File: config.mk
export PLATFORM = sky130hd
export DESIGN_NAME = ohash_ctrl
export DESIGN_NICKNAME = d
export VERILOG_FILES = /design/src/sv/ohash_pkg.sv /design/src/sv/ohash_ctrl.sv
export SDC_FILE = /design/constraint.sdc
export NUM_CORES = 1
export LEC_CHECK = 0
export BUFFER_PORTS_ARGS = -buffer_cell sky130_fd_sc_hd__buf_2
export CAP_MARGIN = 25
export CORE_AREA = 2 2 39 41
export CTS_BUF_LIST = sky130_fd_sc_hd__clkbuf_8
export DETAILED_ROUTE_END_ITERATION = 6
export DIE_AREA = 0 0 41 43
export HOLD_SLACK_MARGIN = 0.08
export PLACE_DENSITY = 0.51
export SLEW_MARGIN = 10
export SYNTH_ARGS = -nofsm -noshare
export SYNTH_HDL_FRONTEND = slang
export SYNTH_SLANG_ARGS = --single-unit
File: constraint.sdc
create_clock -name i_clk -period 1.7 [get_ports i_clk]
set_input_delay 0.17 -clock i_clk [delete_from_list [all_inputs] [get_ports i_clk]]
set_output_delay 0.17 -clock i_clk [all_outputs]
set_load 0.02 [all_outputs]
File: src/sv/ohash_pkg.sv
package ohash_pkg;

    typedef enum logic [2:0] {
        CMD_INSERT    = 3'd0,
        CMD_DELETE    = 3'd1,
        CMD_SEARCH    = 3'd2,
        CMD_VAL_EXIST = 3'd3,
        CMD_SEARCH_KV = 3'd4
    } t_cmd;

    typedef enum logic [2:0] {
        RES_INSERTED = 3'd0,
        RES_UPDATED  = 3'd1,
        RES_REMOVED  = 3'd2,
        RES_FOUND    = 3'd3,
        RES_NOTFOUND = 3'd4,
        RES_FULL     = 3'd5
    } t_res;

    localparam logic [1:0] BST_EMPTY    = 2'd0;
    localparam logic [1:0] BST_OCCUPIED = 2'd1;
    localparam logic [1:0] BST_DELETED  = 2'd2;

    typedef enum logic [3:0] {
        S_IDLE,
        S_CLEAR,
        S_MOD,
        S_RD,
        S_WAIT,
        S_EVAL,
        S_WRITE,
        S_DONE
    } t_state;

    // controller -> datapath
    typedef struct packed {
        logic clr_step;   // write empty at probe address, advance
        logic load;       // latch item, start modulo
        logic mod_step;   // one restoring-division step
        logic probe_init; // probe address from remainder or zero
        logic rd;         // issue memory read
        logic eval;       // evaluate registered read data
        logic wr;         // commit write for insert/delete
        logic done;       // present result
    } t_ctl;

    // datapath -> controller
    typedef struct packed {
        logic clr_last;
        logic mod_last;
        logic stop;       // probe finished after eval
        logic need_wr;
    } t_sts;

endpackage

File: src/sv/ohash_ctrl.sv
module ohash_ctrl import ohash_pkg::*; (
    input  logic i_clk,
    input  logic i_rst_n,
    input  logic i_start,
    input  t_sts i_sts,
    output t_ctl o_ctl,
    output logic o_busy,
    output logic o_done
);

    t_state r_state, n_state;

    always_ff @(posedge i_clk) begin
        if (!i_rst_n) r_state <= S_CLEAR;
        else r_state <= n_state;
    end

    always_comb begin
        n_state = r_state;
        o_ctl   = '0;
        o_busy  = 1'b1;
        o_done  = 1'b0;
        case (r_state)
            S_CLEAR: begin
                o_ctl.clr_step = 1'b1;
                if (i_sts.clr_last) n_state = S_IDLE;
            end
            S_IDLE: begin
                o_busy = 1'b0;
                if (i_start) begin
                    o_ctl.load = 1'b1;
                    n_state = S_MOD;
                end
            end
            S_MOD: begin
                o_ctl.mod_step = 1'b1;
                if (i_sts.mod_last) n_state = S_RD;
            end
            S_RD: begin
                o_ctl.probe_init = 1'b1;
                n_state = S_WAIT;
            end
            S_WAIT: begin
                o_ctl.rd = 1'b1;
                n_state = S_EVAL;
            end
            S_EVAL: begin
                if (i_sts.stop) n_state = S_WRITE;
                else begin
                    o_ctl.eval = 1'b1;
                    n_state = S_WAIT;
                end
            end
            S_WRITE: begin
                o_ctl.wr   = i_sts.need_wr;
                o_ctl.done = 1'b1;
                n_state = S_DONE;
            end
            S_DONE: begin
                o_done = 1'b1;
                n_state = S_IDLE;
            end
            default: n_state = S_IDLE;
        endcase
    end

    property p_done_after_write;
        @(posedge i_clk) disable iff (!i_rst_n) r_state == S_WRITE |=> o_done;
    endproperty
    a_done_after_write: assert property (p_done_after_write) else $error("missing strobe");

    property p_idle_not_busy;
        @(posedge i_clk) disable iff (!i_rst_n) o_done |-> o_busy;
    endproperty
    a_idle_not_busy: assert property (p_idle_not_busy) else $error("strobe while idle");

    property p_load_only_idle;
        @(posedge i_clk) disable iff (!i_rst_n) o_ctl.load |-> !o_busy;
    endproperty
    a_load_only_idle: assert property (p_load_only_idle) else $error("load while busy");

endmodule

==> impl_metrics.env, run 1 <==
export IMPL_status="finished clean"
export IMPL_crit_start="r_state[2]$_SDFFE_PN0P_"
export IMPL_drv_slew=0
export IMPL_grt_max_degree=14
export IMPL_min_from="i_rst_n"
export IMPL_fmax_mhz=677.5
export IMPL_ys_top_cells_by_area="dfxtp_1, o41ai_2, nor3b_1"
export IMPL_avgSynthCellArea_um2=7.766
export IMPL_worstSetupPathType="flip-flop to primary output"
export IMPL_fin_nets=54
export IMPL_cts_buffers_inserted=3
export IMPL_grt_pass1_vias=200
export IMPL_clkSlewWorstSetupHoldPaths_ns=0.03
export IMPL_power_density_nw_per_um2=981.6
export IMPL_gp_congestion=0.6520
export IMPL_io_pins=17
export IMPL_synth_edf_count=0
export IMPL_ys_seq_area_share_pct=26.67
export IMPL_final_setup_viol_count=0
export IMPL_synthFlopType="dfxtp_1"
export IMPL_synthCells=29
export IMPL_synth_warnings=0
export IMPL_start_util_pct=16.27
export IMPL_grt_setup_unrepaired="false"
export IMPL_wirelength_um=552
export IMPL_antenna_left=0
export IMPL_die_w_um=41
export IMPL_crit_reg2reg_launch="r_state[0]$_SDFFE_PN1P_"
export IMPL_pre_cts_ws_ns=0.4402
export IMPL_path_buf_inv=1
export IMPL_reg_largest_list="r_state x3"
export IMPL_drive_gt1_share_pct=45.65
export IMPL_vias=252
export IMPL_endpoint_kind="primary output"
export IMPL_drc=0
export IMPL_fin_crit_ns=1.476
export IMPL_antenna_found_initial=0
export IMPL_wl_per_cell_um=8.903
export IMPL_largest_register_ffs=3
export IMPL_met3_wirelength_um=53
export IMPL_antenna_cells=0
export IMPL_core_area_um2=1384
export IMPL_final_cell_area_um2=349.1
export IMPL_path_cells="or3_1 > nor2_1 > buf_2"
export IMPL_yosysMostFrequentCell="dfxtp_1"
export IMPL_critPathMaxStageDelay_ns=0.43
export IMPL_syn_area_um2=225.2
export IMPL_finalNonFillerCells=62
export IMPL_yosysUniqueCellTypes=19
export IMPL_hold_viol=0
export IMPL_ctsLongestPathBuffers=2
export IMPL_clk_latency_ns=0.21
export IMPL_worst_path_max_delay_cell="or3_1"
export IMPL_cts_resized=0
export IMPL_cts_tree="done"
export IMPL_hpwl_um=396
export IMPL_htreeDepth=1
export IMPL_tightest_slew_ns=0.3983
export IMPL_synth_nets=36
export IMPL_overflow=0
export IMPL_die_h_um=43
export IMPL_top_register="r_state"
export IMPL_crit_arrival_ns=1.31
export IMPL_area_growth_pct=55.00
export IMPL_clock_sinks=3
export IMPL_first_pass_iters=2
export IMPL_grt_pass1_wl_um=759
export IMPL_drt_iter0_drc=2
export IMPL_final_fill_count=164
export IMPL_yosysTopAreaCell="dfxtp_1"
export IMPL_post_route_period_util_pct=86.83
export IMPL_cts_hold_buf=0
export IMPL_dpl_cell_area_um2=304.0
export IMPL_leakage_nw=0.1847
export IMPL_ir_drop_mv=0.4236
export IMPL_dp_cells=58
export IMPL_hold_class="primary input to flip-flop"
export IMPL_row_count=14
export IMPL_async_reset_ff_share_pct=0
export IMPL_vias_per_cell=4.065
export IMPL_synth_ff_latch_count=3
export IMPL_fin_tns_setup_ns=0
export IMPL_met2_length_um=247
export IMPL_drv_cap=0
export IMPL_io_buffers=16
export IMPL_fin_worst_skew_ns=0.0004447
export IMPL_cp_required_ns=1.53
export IMPL_grt_usage_pct=6.914
export IMPL_start_kind="flip-flop"
export IMPL_cp_max_fo=13
export IMPL_setup_ws_ns=0.2240
export IMPL_die_area_um2=1763
export IMPL_met1_length_um=251
export IMPL_max_slew_margin_pct=73.41
export IMPL_clockRootBuffer="clkbuf_8"
export IMPL_top_layer="met3"
export IMPL_cts_setup_buffers=0
export IMPL_synth_top_area_share_pct=26.67
export IMPL_path_delay_family="simple AND/OR/NAND/NOR gates"
-- final cells by class --
class	count	area, um2	share of cell area [%]
clock buffer	3	41.29	11.83
clock inverter	1	3.754	1.075
inverter	2	10.01	2.867
multi-input combinational	21	133.9	38.35
sequential	3	60.06	17.20
tap	16	20.02	5.735
timing repair buffer	16	80.08	22.94
-- cell usage in the layout, fill, tap and decap left out, types with 2 or more instances in the layout --
| cell | Yosys | final |
|---|---|---|
| a21oi_1 | 2 | 2 |
| and2_1 | 2 | 2 |
| and3_1 | 2 | 2 |
| buf_2 | 2 | 16 |
| clkbuf_8 | 0 | 3 |
| dfxtp_1 | 3 | 3 |
| inv_1 | 1 | 2 |
| nand2_1 | 2 | 2 |
| nor2_1 | 2 | 2 |
| nor3_1 | 2 | 2 |
| nor3b_1 | 2 | 2 |
-- power by group --
part	switching (mW)	internal (mW)
clock	0.0465	0.154
sequential	0.0131	0.0757
combinational	0.0294	0.0243
total	0.0890	0.254
-- stage by stage --
stage / util (%) / hold WS, ns / power (mW)
after detailed placement: 21.97 / 0.4015 / 0.1438
after floorplan: - / 0.2857 / 0.1285
final: 25.23 / 0.1823 / 0.3427
after global routing: 25.23 / 0.1860 / 0.3631
after global placement: 21.97 / 0.4016 / 0.1435
after CTS: 25.23 / 0.1785 / 0.3500
-- final timing paths --
check / end / slack, ns / depth (start not counted)
hold / removal: r_state[2]$_SDFFE_PN0P_ / 0.18 / 2
setup / recovery: o_ctl[6] / 0.22 / 3
hold reg to reg: r_state[0]$_SDFFE_PN1P_ / 0.60 / 1
setup reg to reg: r_state[0]$_SDFFE_PN1P_ / 0.55 / 3
-- cell families (layout without fill, tap and decap cells) --
kind of cell	count (synthesis)	in the layout	synth area share (%)
buffers and inverters	5	22	13.89
AO/OA/AOI/OAI	5	5	17.22
AND/OR/NAND/NOR	15	15	38.34
flip-flops	3	3	26.67
XOR/XNOR	1	1	3.890
-- per-layer routing --
| metal | up-vias | GRT usage (%) |
|---|---|---|
| li1 | 133 | - |
| met1 | 108 | 7.668 |
| met2 | 11 | 8.438 |
| met3 | 0 | 6.283 |
| met4 | 0 | 4.000 |
| met5 | - | 0 |
Power figures use the tool's default switching activity.
==> run 2, diff against run 1 <==
--- a/config.mk
+++ b/config.mk
@@ -7,10 +7,10 @@
 export LEC_CHECK = 0
 export BUFFER_PORTS_ARGS = -buffer_cell sky130_fd_sc_hd__buf_2
 export CAP_MARGIN = 25
-export CORE_AREA = 2 2 39 41
+export CORE_AREA = 10 10 47 49
 export CTS_BUF_LIST = sky130_fd_sc_hd__clkbuf_8
 export DETAILED_ROUTE_END_ITERATION = 6
-export DIE_AREA = 0 0 41 43
+export DIE_AREA = 0 0 57 59
 export HOLD_SLACK_MARGIN = 0.08
 export PLACE_DENSITY = 0.51
 export SLEW_MARGIN = 10
==> run 2 against run 1 <==
  * Core utilization decreased by 0.32 points
  * Combinational power up 2%
  * First-iteration DRC count shrank 100%
  * Worst setup slack better by 0.0036 ns
  * Global-route usage decreased by 2.4 points
  * Design area stayed put
  * Critical path depth stayed put
  * Critical endpoint unchanged
==> impl_metrics.env, run 2 (synthesized netlist as in run 1, its figures left out) <==
export IMPL_pre_cts_ws_ns=0.4493
export IMPL_antenna_found_initial=0
export IMPL_grt_pass1_wl_mm=1.145
export IMPL_fin_worst_skew_ns=0.001366
export IMPL_row_count=14
export IMPL_cts_tree="done"
export IMPL_drc=0
export IMPL_clkSlewWorstSetupHoldPaths_ns=0.03
export IMPL_max_slew_margin_pct=73.98
export IMPL_start_util_pct=16.07
export IMPL_final_fill_count=180
export IMPL_cts_resized=0
export IMPL_fin_nets=54
export IMPL_core_area_um2=1401
export IMPL_vias_per_cell=3.984
export IMPL_clock_sinks=3
export IMPL_reg_largest_list="r_state x3"
export IMPL_antenna_cells=0
export IMPL_fmax_mhz=679.1
export IMPL_crit_arrival_ns=1.30
export IMPL_ir_drop_mv=0.3733
export IMPL_vias=247
export IMPL_io_buffers=16
export IMPL_seq_power_share_pct=25.7
export IMPL_worstSetupPathType="flip-flop to primary output"
export IMPL_power_share_switching_pct=26.41
export IMPL_antenna_left=0
export IMPL_endpoint_kind="primary output"
export IMPL_fin_tns_setup_ns=0
export IMPL_die_area_um2=3363
export IMPL_cts_setup_buffers=0
export IMPL_combPwrFrac_pct=15.9
export IMPL_grt_setup_unrepaired="false"
export IMPL_hold_viol=0
export IMPL_grt_usage_pct=4.491
export IMPL_die_w_um=57
export IMPL_final_setup_viol_count=0
export IMPL_gp_congestion=0.6966
export IMPL_die_h_um=59
export IMPL_overflow=0
export IMPL_post_route_period_util_pct=86.61
export IMPL_drv_cap=0
export IMPL_cp_required_ns=1.53
export IMPL_clockPowerShare_pct=58.4
export IMPL_first_pass_iters=1
export IMPL_clk_latency_ns=0.22
export IMPL_drv_slew=0
export IMPL_hold_class="primary input to flip-flop"
export IMPL_clockRootBuffer="clkbuf_8"
export IMPL_io_pins=17
export IMPL_top_register="r_state"
export IMPL_tightest_slew_ns=0.3898
export IMPL_layout_common_cells="buf_2, clkbuf_8, dfxtp_1"
export IMPL_ctsLongestPathBuffers=2
export IMPL_wl_per_cell_um=11.13
export IMPL_fin_crit_ns=1.472
export IMPL_p_int_mw=0.2537
export IMPL_cts_hold_buf=0
export IMPL_hpwl_um=550.4
export IMPL_cts_buffers_inserted=3
export IMPL_largest_register_ffs=3
export IMPL_grt_max_degree=14
export IMPL_cp_max_fo=13
export IMPL_leakage_nw=0.1847
export IMPL_multi_input_area_um2=133.9
export IMPL_setup_ws_ns=0.2276
export IMPL_layout_commonest_cell="buf_2"
export IMPL_grt_pass1_vias=250
export IMPL_htreeDepth=1
export IMPL_drive_gt1_share_pct=45.65
export IMPL_drt_iter0_drc=0
export IMPL_start_kind="flip-flop"
export IMPL_status="finished clean"
export IMPL_regArea_um2=60.06
export IMPL_power_density_nw_per_um2=987.6
export IMPL_wirelength_um=690
export IMPL_power_switching_mw=0.09106
export IMPL_area_growth_pct=55.00
-- run 2: cell counts in the layout (fill, tap and decap cells not counted) --
No cell type changed its count.
-- run 2: final cells by class --
class / count / share of cell area (%)
sequential: 3 / 17.20
clock buffer: 3 / 11.83
inverter: 2 / 2.867
tap: 16 / 5.735
multi-input combinational: 21 / 38.35
clock inverter: 1 / 1.075
timing repair buffer: 16 / 22.94
-- run 2: power groups by stage --
stage	sequential [mW]	combinational [mW]	clock, mW
after detailed placement	0.0896	0.0555	0
after global placement	0.0890	0.0554	0
after global routing	0.0900	0.0605	0.216
after CTS	0.0886	0.0557	0.207
final	0.0887	0.0547	0.201
after floorplan	0.0789	0.0496	0
-- run 2: stage by stage --
stage          total power, mW  instance area (um2)  hold slack, ns  std cells  util, %
2_1_floorplan           0.1285                225.2          0.2857         29        -
3_3_place_gp            0.1444                304.0          0.4029         58    21.70
3_5_place_dp            0.1451                304.0          0.4076         58    21.70
4_1_cts                 0.3513                349.1          0.1832         62    24.91
5_1_grt                 0.3670                349.1          0.1996         62    24.91
6_report                0.3448                349.1          0.1871         62    24.91
-- run 2: critical path, stage by stage, from the launching register on --
cell and delay (ns):
dfxtp_1 0.41, or3_1 0.42, nor2_1 0.08, buf_2 0.16
-- run 2: path summary, 6_finish.rpt --
path,from,endpoint,slack [ns],cells after the start
worst max-delay path,r_state[2]$_SDFFE_PN0P_,o_ctl[6],0.23,3
worst min-delay path,i_rst_n,r_state[2]$_SDFFE_PN0P_,0.19,2
worst max register to register,r_state[0]$_SDFFE_PN1P_,r_state[0]$_SDFFE_PN1P_,0.56,3
worst min register to register,r_state[0]$_SDFFE_PN1P_,r_state[0]$_SDFFE_PN1P_,0.60,1
-- run 2: routing by layer --
metal	track usage [%]	up-vias	part of all wire, %
li1	-	132	-
met1	4.384	103	44
met2	6.667	10	46
met3	2.575	2	7.5
met4	4.027	0	2.5
met5	0	-	0
==> run 3, diff against run 2 <==
--- a/config.mk
+++ b/config.mk
@@ -5,14 +5,18 @@
 export SDC_FILE = /design/constraint.sdc
 export NUM_CORES = 1
 export LEC_CHECK = 0
+export ABC_AREA = 1
 export BUFFER_PORTS_ARGS = -buffer_cell sky130_fd_sc_hd__buf_2
 export CAP_MARGIN = 25
+export CELL_PAD_IN_SITES_DETAIL_PLACEMENT = 1
+export CELL_PAD_IN_SITES_GLOBAL_PLACEMENT = 1
 export CORE_AREA = 10 10 47 49
 export CTS_BUF_LIST = sky130_fd_sc_hd__clkbuf_8
+export CTS_CLUSTER_SIZE = 30
 export DETAILED_ROUTE_END_ITERATION = 6
 export DIE_AREA = 0 0 57 59
 export HOLD_SLACK_MARGIN = 0.08
-export PLACE_DENSITY = 0.51
+export PLACE_DENSITY = 0.72
 export SLEW_MARGIN = 10
 export SYNTH_ARGS = -nofsm -noshare
 export SYNTH_HDL_FRONTEND = slang
==> run 3 against run 2 <==
  * Critical path depth unchanged
  * Die area unchanged
  * Highest routed layer unchanged
  * Design area up 15%
==> impl_metrics.env, run 3 <==
export IMPL_die_w_um=57
export IMPL_hpwl_um=731.1
export IMPL_ff2ff_setup_slack_ns=0.59
export IMPL_hold_class="primary input to flip-flop"
export IMPL_antenna_left=0
export IMPL_largest_register_ffs=3
export IMPL_drt_iter0_drc=0
export IMPL_grt_pass1_vias=346
export IMPL_ir_drop_mv=0.3326
export IMPL_die_area_um2=3363
export IMPL_synth_ff_latch_count=3
export IMPL_start_kind="flip-flop"
export IMPL_cp_required_ns=1.53
export IMPL_total_power_mw=0.5151
export IMPL_reg_largest_list="r_state x3"
export IMPL_synth_warnings=0
export IMPL_antenna_found_initial=0
export IMPL_whs_path_depth=2
export IMPL_avgSynthCellArea_um2=6.524
export IMPL_io_buffers=16
export IMPL_vias=321
export IMPL_overflow=0
export IMPL_synth_top_area_share_pct=21.92
export IMPL_ys_top_cells_by_area="dfxtp_1, nand3_2, inv_1"
export IMPL_min_from="i_rst_n"
export IMPL_start_util_pct=19.55
export IMPL_clk_latency_ns=0.22
export IMPL_first_pass_iters=1
export IMPL_synthTopCellsByCount="inv_1, nand2_1, nor2_1, nand3_2"
export IMPL_clkSlewWorstSetupHoldPaths_ns=0.03
export IMPL_layout_common_cells="buf_2, inv_1, nand2_1"
export IMPL_io_pins=17
export IMPL_clockRootBuffer="clkbuf_8"
export IMPL_final_cell_area_um2=400.4
export IMPL_drv_cap=0
export IMPL_worstSetupPathType="flip-flop to primary output"
export IMPL_cp_max_fo=8
export IMPL_post_route_period_util_pct=84.58
export IMPL_synthCells=42
export IMPL_status="finished clean"
export IMPL_r2r_end="r_state[1]$_SDFFE_PN0P_"
export IMPL_crit_reg2reg_launch="r_state[0]$_SDFFE_PN1P_"
export IMPL_cts_buffers_inserted=3
export IMPL_grt_pass1_wl_mm=1.531
export IMPL_wirelength_um=843
export IMPL_cts_setup_buffers=0
export IMPL_hold_slack_ns=0.1766
export IMPL_fin_worst_skew_ns=0.001481
export IMPL_ys_seq_area_share_pct=21.92
export IMPL_clock_sinks=3
export IMPL_cts_resized=0
export IMPL_top_register="r_state"
export IMPL_synth_edf_count=0
export IMPL_grt_usage_pct=5.498
export IMPL_fin_nets=68
export IMPL_fin_crit_ns=1.438
export IMPL_yosysUniqueCellTypes=15
export IMPL_core_area_um2=1401
export IMPL_drv_slew=0
export IMPL_crit_arrival_ns=1.27
export IMPL_layout_commonest_cell="buf_2"
export IMPL_htreeDepth=1
export IMPL_gp_congestion=0.7107
export IMPL_yosysTopAreaCell="dfxtp_1"
export IMPL_drive_gt1_share_pct=46.67
export IMPL_cts_tree="done"
export IMPL_final_setup_viol_count=0
export IMPL_cts_hold_buf=0
export IMPL_tightest_slew_ns=0.3369
export IMPL_leakage_nw=0.2304
export IMPL_async_reset_ff_share_pct=0
export IMPL_syn_area_um2=274.0
export IMPL_ctsLongestPathBuffers=2
export IMPL_row_count=14
export IMPL_endpoint_kind="primary output"
export IMPL_hold_viol=0
export IMPL_drc=0
export IMPL_antenna_cells=0
export IMPL_die_h_um=59
export IMPL_fmax_mhz=695.5
export IMPL_worstRegToRegCells=5
export IMPL_power_density_nw_per_um2=1286
export IMPL_wl_per_cell_um=11.09
export IMPL_whs_endpoint="r_state[0]$_SDFFE_PN1P_"
export IMPL_max_slew_margin_pct=77.51
export IMPL_vias_per_cell=4.224
export IMPL_grt_max_degree=9
export IMPL_synth_nets=49
export IMPL_grt_setup_unrepaired="false"
export IMPL_synthFlopType="dfxtp_1"
export IMPL_dpl_cell_area_um2=355.3
export IMPL_fin_tns_setup_ns=0
export IMPL_area_growth_pct=46.12
-- run 3: cell count changes in the layout (fill, tap and decap cells not counted), sizes merged, moves of 2 or more --
cell / delta
and3: -2
nor3b: -2
nor2: +8
nand3: +6
and2: -2
nand2: +5
inv: +6
-- run 3: layout make-up --
class | instances | area [um2]
clock buffers | 3 | 41.29
clock inverters | 1 | 3.754
fillers | 190 | 1001
inverters | 8 | 30.03
multi-input cells | 29 | 165.2
flip-flops and latches | 3 | 60.06
well taps | 16 | 20.02
repair buffers | 16 | 80.08
-- run 3: worst max path at each step --
stage / from / end / cells after the start
after floorplan: r_state[0]$_SDFFE_PN1P_ / o_ctl[6] / 4
after global placement: r_state[0]$_SDFFE_PN1P_ / o_ctl[2] / 3
after detailed placement: r_state[0]$_SDFFE_PN1P_ / o_ctl[2] / 3
after CTS: r_state[0]$_SDFFE_PN1P_ / o_ctl[2] / 3
after global routing: r_state[0]$_SDFFE_PN1P_ / o_ctl[7] / 3
final: r_state[0]$_SDFFE_PN1P_ / o_ctl[2] / 3
-- run 3: logic make-up (layout without fill, tap and decap cells) --
kind of cell	after synthesis	after routing	share of synthesized area, %
AOI/OAI and AO/OA	2	2	3.649
buffers and inverters	10	28	17.81
DFF	3	3	21.92
and+or+nand+nor	27	27	56.62
-- run 3: power by group --
group | switching [mW] | total (mW) | internal, mW
Sequential | 0.0332 | 0.119 | 0.0855
Clock | 0.0478 | 0.202 | 0.154
Combinational | 0.127 | 0.195 | 0.0683
-- run 3: per-stage QoR --
step	util, %	cells	worst slack [ns]
after detailed placement	25.36	72	0.4602
after global placement	25.36	72	0.5178
after CTS	28.57	76	0.2297
final	28.57	76	0.2621
after global routing	28.57	76	0.1134
after floorplan	-	42	0.4775
-- run 3: critical path, stage by stage, from the launching register on --
cell and delay [ns]:
dfxtp_1 0.50, inv_1 0.17, nor3_1 0.19, buf_2 0.19
-- run 3: routing by layer --
metal | share of wire, % | track usage, % | up-vias
met3 | 9.4 | 2.361 | 3
met4 | 1.2 | 3.020 | 0
li1 | - | - | 164
met2 | 44 | 8.062 | 14
met1 | 46 | 6.563 | 140
met5 | 0 | 0 | -
